`src/rtl/core/tmc_pkg.sv`:
```
// ----------------------------------------------------------------------------
// tmc_pkg
// Shared types, constants and helpers of the transform matrix composer.
// ----------------------------------------------------------------------------
package tmc_pkg;

  localparam int FRAC_BITS_DEF = 16;

  // Operation codes carried in the mode field
  localparam logic [1:0] MODE_TRANSLATE = 2'd0;
  localparam logic [1:0] MODE_SCALE     = 2'd1;
  localparam logic [1:0] MODE_ROTATE    = 2'd2;

  // Axis operand selectors
  localparam logic [1:0] AXIS_X = 2'd0;
  localparam logic [1:0] AXIS_Y = 2'd1;
  localparam logic [1:0] AXIS_Z = 2'd2;

  // CORDIC setup: Q30 datapath, angle unit 2*pi/2^24
  localparam int CORDIC_ITERS = 20;
  localparam int CW = 35;
  localparam int ZW = 24;
  localparam logic signed [CW-1:0] CORDIC_K_Q30 = 35'sd652032874;

  // One request as held in the queue
  typedef struct packed {
    logic [1:0]         mode;
    logic signed [31:0] p0;
    logic signed [31:0] p1;
    logic signed [31:0] p2;
    logic [15:0]        angle;
  } item_t;

  // Recipe for one rotation entry: a*b*t then plus c or plus/minus d*s
  typedef struct packed {
    logic [1:0] sa;
    logic [1:0] sb;
    logic [1:0] sd;
    logic       diag;
    logic       sub;
  } rot_info_t;

  // Handshake between engine and CORDIC unit
  typedef struct packed {
    logic start;
    logic done;
  } cs_ctrl_t;

  // Arctangent table in CORDIC angle units
  function automatic logic signed [ZW-1:0] atan_val(input logic [4:0] i);
    logic signed [ZW-1:0] v;
    case (i)
      5'd0:  v = 24'sd2097152;
      5'd1:  v = 24'sd1238021;
      5'd2:  v = 24'sd654136;
      5'd3:  v = 24'sd332050;
      5'd4:  v = 24'sd166669;
      5'd5:  v = 24'sd83416;
      5'd6:  v = 24'sd41718;
      5'd7:  v = 24'sd20860;
      5'd8:  v = 24'sd10430;
      5'd9:  v = 24'sd5215;
      5'd10: v = 24'sd2608;
      5'd11: v = 24'sd1304;
      5'd12: v = 24'sd652;
      5'd13: v = 24'sd326;
      5'd14: v = 24'sd163;
      5'd15: v = 24'sd81;
      5'd16: v = 24'sd41;
      5'd17: v = 24'sd20;
      5'd18: v = 24'sd10;
      5'd19: v = 24'sd5;
      default: v = '0;
    endcase
    return v;
  endfunction

  // Rotation entry recipes, index = 3*row + col
  function automatic rot_info_t rot_info(input logic [3:0] e);
    rot_info_t r;
    case (e)
      4'd0: r = '{AXIS_X, AXIS_X, AXIS_X, 1'b1, 1'b0};
      4'd1: r = '{AXIS_X, AXIS_Y, AXIS_Z, 1'b0, 1'b1};
      4'd2: r = '{AXIS_X, AXIS_Z, AXIS_Y, 1'b0, 1'b0};
      4'd3: r = '{AXIS_X, AXIS_Y, AXIS_Z, 1'b0, 1'b0};
      4'd4: r = '{AXIS_Y, AXIS_Y, AXIS_Y, 1'b1, 1'b0};
      4'd5: r = '{AXIS_Y, AXIS_Z, AXIS_X, 1'b0, 1'b1};
      4'd6: r = '{AXIS_X, AXIS_Z, AXIS_Y, 1'b0, 1'b1};
      4'd7: r = '{AXIS_Y, AXIS_Z, AXIS_X, 1'b0, 1'b0};
      4'd8: r = '{AXIS_Z, AXIS_Z, AXIS_Z, 1'b1, 1'b0};
      default: r = '{AXIS_X, AXIS_X, AXIS_X, 1'b1, 1'b0};
    endcase
    return r;
  endfunction

  // Saturate a wide signed value to 32 bits
  function automatic logic signed [31:0] sat32(input logic signed [35:0] v);
    logic signed [31:0] r;
    if (v > 36'sd2147483647) begin
      r = 32'sh7fffffff;
    end else if (v < -36'sd2147483648) begin
      r = 32'sh80000000;
    end else begin
      r = v[31:0];
    end
    return r;
  endfunction

endpackage

```
`src/rtl/core/tmc_queue.sv`:
```
// ----------------------------------------------------------------------------
// tmc_queue
// Front end: accepts requests and buffers them for the engine.
// ----------------------------------------------------------------------------
module tmc_queue
  import tmc_pkg::*;
(
  input  logic  clk,
  input  logic  rst_n,
  input  logic  push_i,
  input  item_t item_i,
  output logic  full_o,
  input  logic  pop_i,
  output logic  valid_o,
  output item_t item_o
);

  item_t      mem_r [2];
  logic       wr_ptr_r;
  logic       rd_ptr_r;
  logic [1:0] cnt_r;
  logic       do_push;
  logic       do_pop;

  assign full_o  = (cnt_r == 2'd2);
  assign valid_o = (cnt_r != 2'd0);
  assign item_o  = mem_r[rd_ptr_r];
  assign do_push = push_i && !full_o;
  assign do_pop  = pop_i && valid_o;

  // Pointers and fill count
  always_ff @(posedge clk) begin
    if (!rst_n) begin
      wr_ptr_r <= 1'b0;
      rd_ptr_r <= 1'b0;
      cnt_r    <= 2'd0;
    end else begin
      if (do_push) begin
        mem_r[wr_ptr_r] <= item_i;
        wr_ptr_r        <= !wr_ptr_r;
      end
      if (do_pop) begin
        rd_ptr_r <= !rd_ptr_r;
      end
      case ({do_push, do_pop})
        2'b10:   cnt_r <= cnt_r + 2'd1;
        2'b01:   cnt_r <= cnt_r - 2'd1;
        default: cnt_r <= cnt_r;
      endcase
    end
  end

endmodule

```
`config.mk`:
```
export PLATFORM = sky130hd
export DESIGN_NAME = tmc_queue
export DESIGN_NICKNAME = d
export VERILOG_FILES = /design/src/rtl/core/tmc_pkg.sv /design/src/rtl/core/tmc_queue.sv
export SDC_FILE = /design/constraint.sdc
export NUM_CORES = 1
export LEC_CHECK = 0
export BUFFER_PORTS_ARGS = -buffer_cell sky130_fd_sc_hd__buf_2
export CAP_MARGIN = 20
export CORE_MARGIN = 1
export CORE_UTILIZATION = 52
export DETAILED_ROUTE_END_ITERATION = 10
export PLACE_DENSITY = 0.79
export SETUP_SLACK_MARGIN = 0.05
export SYNTH_ARGS = -nofsm -noshare
export SYNTH_HDL_FRONTEND = slang
export SYNTH_SLANG_ARGS = --single-unit
```
`constraint.sdc`:
```
create_clock -name clk -period 16.9 [get_ports clk]
set_input_delay 5.07 -clock clk [delete_from_list [all_inputs] [get_ports clk]]
set_output_delay 5.07 -clock clk [all_outputs]
set_load 0.01 [all_outputs]
```
Yosys cells after proc, flatten, opt, wreduce, memory -nomap -nowiden. Memories as Yosys holds them, arrays and structs flattened. A register that Yosys moved wholly into a read port is not among the register bits. Index checks and enable logic that the tools add are counted.

Bits in read-only memories: 0. Output and inout bits: 116. Bits in registers: 4. Bits in writable memories: 228. Bits of input ports: 118. Bits in latches: 0. Memories kept: 1. Logic and storage cells: 22.

Add/subtract/negate cells: 2. Shift operators: 0. Multiply operators: 0. Reduce and logical (&&, ||, !) cells: 7. $lt $le $gt $ge: 0. Muxes and demuxes: 6. Bitwise gates (word level): 0. Equal/unequal tests: 3. Divide/modulo/power cells: 0.

Memory list: mem_r (words 2, width 114, rd ports 1, clocked after memory_dff 1, write ports 1, RTL line tmc_queue.sv:18) `item_t mem_r [2];`.

Operators with widths (count): two-way mux 1 bit (5); equality test 2 bit (second input constant) (2); one-hot mux 2 bit (2 select lines) (1); nonzero test 2 bit (2); logical NOT 1 bit (3); adder 2 x 1 -> 2 bit (second input constant) (1); equality test 2 x 1 -> 1 bit (second input constant) (1); logical AND 1 bit (2); subtractor 2 x 1 -> 2 bit (second input constant) (1).

Depth between registers and ports, before layout.
Depth after elaboration: 6. Mapped depth: 6. Gate-level depth less buffers: 6.

Worst setup path after synthesis. No wires, ideal clock.

Path type: input-to-reg. Start point: input push_i. End point: memory mem_r[0][0] (netlist bit), enable pin. Stages: 2. Path buffers: 0. Arrival: 13376 ps. Data required time: 16151 ps. Slack: 2774 ps. Setup time: 749 ps. Path through: nand2_1 nor3b_1.

Cells in the longest elaborated chain, start to end: 4.

Ends and longest elaborated chain: start, declared (RTL line tmc_queue.sv:10) `input logic push_i,`; logical AND 1 bit (RTL line tmc_queue.sv:28) `assign do_push = push_i && !full_o;`; two-way mux 1 bit (RTL line tmc_queue.sv:38) `if (do_push) begin`; two-way mux 1 bit (RTL line tmc_queue.sv:33) `if (!rst_n) begin`; two-way mux 1 bit (implied by the code) (RTL line tmc_queue.sv:39) `mem_r[wr_ptr_r] <= item_i;`; end, declared (RTL line tmc_queue.sv:18).

Every way passes these cells.

==> results.sh <==
export IMPL_yosys_area_top_type_share_pct=80.73
export IMPL_p_int_w=0.001122
export IMPL_die_area_sq_mm=0.01682
export IMPL_area_growth_pct=25.11
export IMPL_syn_num_nets=500
export IMPL_portBuffers=233
export IMPL_p_clk_share_pct=32.7
export IMPL_n_fill_cell=1083
export IMPL_synth_top_cell_by_area="edfxtp_1"
export IMPL_power_density_mw_per_mm2=142.1
export IMPL_hp_class="flop to flop"
export IMPL_first_pass_iters=4
export IMPL_cts_resized=0
export IMPL_fp_row_count=46
export IMPL_synth_compound_area_share_pct=0.3836
export IMPL_yosys_area_share_adder_pct=0.1475
export IMPL_seqPwrFrac_pct=48.0
export IMPL_setup_viol=0
export IMPL_path_clk_slew_ps=60
export IMPL_seq_area_frac_synth_pct=81.91
export IMPL_syn_area_sq_mm=0.008481
export IMPL_synth_cell_types=22
export IMPL_viasPerCell=5.021
export IMPL_peakVddDrop_mv=0.09779
export IMPL_p_comb_share_pct=19.3
export IMPL_ioPinCount=234
export IMPL_p_leak_nw=3.954
export IMPL_fin_skew_ps=17.07
export IMPL_fin_tns_setup_ps=0
export IMPL_crit_fanout=58
export IMPL_fin_nets=750
export IMPL_p_sw_w=0.0003856
export IMPL_dieWidth_um=129.7
export IMPL_critPathArrivalTime_ps=2740
export IMPL_crit_path_end_kind="primary output"
export IMPL_drt_iter0_drc=241
export IMPL_fin_ws_ps=9087
export IMPL_instances_no_fill=866
export IMPL_dp_cells=821
export IMPL_maxCapViolations=0
export IMPL_initial_core_util_pct=53.39
export IMPL_core_area_sq_mm=0.01589
export IMPL_ys_warnings_count=0
export IMPL_gp_congestion=0.7096
export IMPL_synth_top_family_by_area="multiplexers"
export IMPL_wl_per_cell_um=17.09
export IMPL_power_w=0.001507
export IMPL_min_path_cells=2
export IMPL_maxSlewViolCount=0
export IMPL_syn_inst=381
export IMPL_postRouteAntennaNets=0
export IMPL_drt_total_wl_um=14800
export IMPL_grt_max_degree=60
export IMPL_outcome="completed"
export IMPL_preCtsSetupSlack_ps=9628
export IMPL_synth_xor_area_share_pct=0.3098
export IMPL_synth_seq_cells=233
export IMPL_clk_root_buffer_cell="clkbuf_16"
export IMPL_rsz0062_at_grt="false"
export IMPL_place_hpwl_um=9772
export IMPL_cts_htree_levels=1
export IMPL_whs_ps=513.6
export IMPL_tightest_slew_ps=803.6
export IMPL_max_clock_freq_mhz=128.0
export IMPL_insertion_delay_ps=490
export IMPL_clock_sinks=233
export IMPL_hold_buffers=0
export IMPL_gr_usage_all_layers_pct=16.85
export IMPL_grt_pass1_wl_um=21770
export IMPL_synth_simple_area_share_pct=0.7819
export IMPL_cts_made_buffers=24
export IMPL_dieHeight_um=129.7
export IMPL_critical_path_class="flop to primary output"
export IMPL_startpoint_type="flop"
export IMPL_cts_setup_buffers=0
export IMPL_switching_share_pct=25.58
export IMPL_synthMuxAreaShare_pct=15.14
export IMPL_grt_pass1_vias=4379
export IMPL_layout_drive_gt1_share_pct=43.91
export IMPL_hold_viol_final=0
export IMPL_grt_antenna_before_repair=2
export IMPL_overflow=0
export IMPL_crit_required_ps=11830
export IMPL_period_minus_slack_ps=7813
export IMPL_cts_tree="yes"
export IMPL_vias=4348
export IMPL_clockBufferDepth=3
export IMPL_rr_worst_depth=3
export IMPL_synth_area_leaders="edfxtp_1 81%, mux2_1 14%, dfxtp_1 1.2%"
export IMPL_slew_headroom_pct=46.43
export IMPL_drcViolationCount=0
export IMPL_finalCritPeriodShare_pct=46.23
export IMPL_syn_avg_cell_area_sq_um=22.26
## through the flow
step / area [sq um] / util (%)
4_1_cts: 10610 / 66.78
3_3_place_gp: 9853 / 62.03
3_5_place_dp: 9853 / 62.03
2_1_floorplan: 8481 / -
6_report: 10610 / 66.79
5_1_grt: 10610 / 66.78
## logic make-up (layout without fill, tap and decap cells)
family	Yosys count	count (layout)
AO/OA/AOI/OAI	5	5
AND/OR/NAND/NOR	10	10
flip-flops	233	233
buffers and inverters	15	283
XOR/XNOR	3	3
adder cells (fa/ha/maj)	1	1
other	0	1
multiplexers	114	114
## layout make-up
cell class | instances | area [sq um] | area share [%]
repair buffers | 237 | 1196 | 11.27
diodes | 1 | 2.502 | 0.02358
clock inverters | 10 | 75.07 | 0.7075
well taps | 216 | 270.3 | 2.547
flip-flops and latches | 233 | 6950 | 65.51
multi-input cells | 133 | 1429 | 13.47
clock buffers | 34 | 679.4 | 6.403
inverters | 2 | 7.507 | 0.07075
## path summary, 6_finish.rpt
path | slack, ps | endpoint | startpoint
worst min register to register | 510 | wr_ptr_r | wr_ptr_r
worst max-delay path | 9090 | item_o[33] | flop
worst min-delay path | 510 | wr_ptr_r | wr_ptr_r
worst max register to register | 14300 | mem_r[1][3] | cnt_r[0]
## routing by layer
layer | GRT usage (%) | vias up | wire length (um)
met5 | 0 | - | 0
met4 | 4.993 | 0 | 215
met3 | 5.125 | 23 | 1362
met2 | 28.56 | 198 | 7145
met1 | 20.99 | 2113 | 6075
li1 | - | 2014 | -
## cell usage in the layout (no fill, tap or decap), drive strengths merged
master,instances
nand2b,1
dfxtp,5
and2,1
nor3b,1
bufinv,1
clkinv,9
edfxtp,228
xnor2,3
clkbuf,34
or2,1
inv,2
and4,1
a21boi,2
nor2b,2
o21ai,2
mux2,114
ha,1
o21a,1
buf,237
nand2,1
or3,2
diode,1
## worst max-delay path: stages (launching register included)
cell,delay (ps)
dfxtp_4,860
buf_4,720
mux2_2,420
buf_2,150
## power groups by stage
stage / Sequential (W) / Combinational (W) / Clock (W)
after global routing: 0.000729 / 0.000315 / 0.000526
after detailed placement: 0.000736 / 0.000293 / 0
final: 0.000723 / 0.000291 / 0.000493
after CTS: 0.000724 / 0.000296 / 0.000505
after global placement: 0.000732 / 0.000287 / 0
after floorplan: 0.000720 / 0.000206 / 0
## flip-flops by register name, summed over array words and instances (netlist names), named ones only
name / flops
wr_ptr_r: 1
rd_ptr_r: 1
cnt_r: 2
mem_r: 228
## cells in the mapped netlist (all sizes together)
master and instances:
and2 1, inv 2, and4 1, nand2b 1
or2 1, xnor2 3, buf 13, mux2 114
o21ai 2, a21boi 2, nor2b 2, edfxtp 228
nand2 1, ha 1, o21a 1, nor3b 1
or3 2, dfxtp 5
Note: power is estimated with default switching activity, not from simulation.
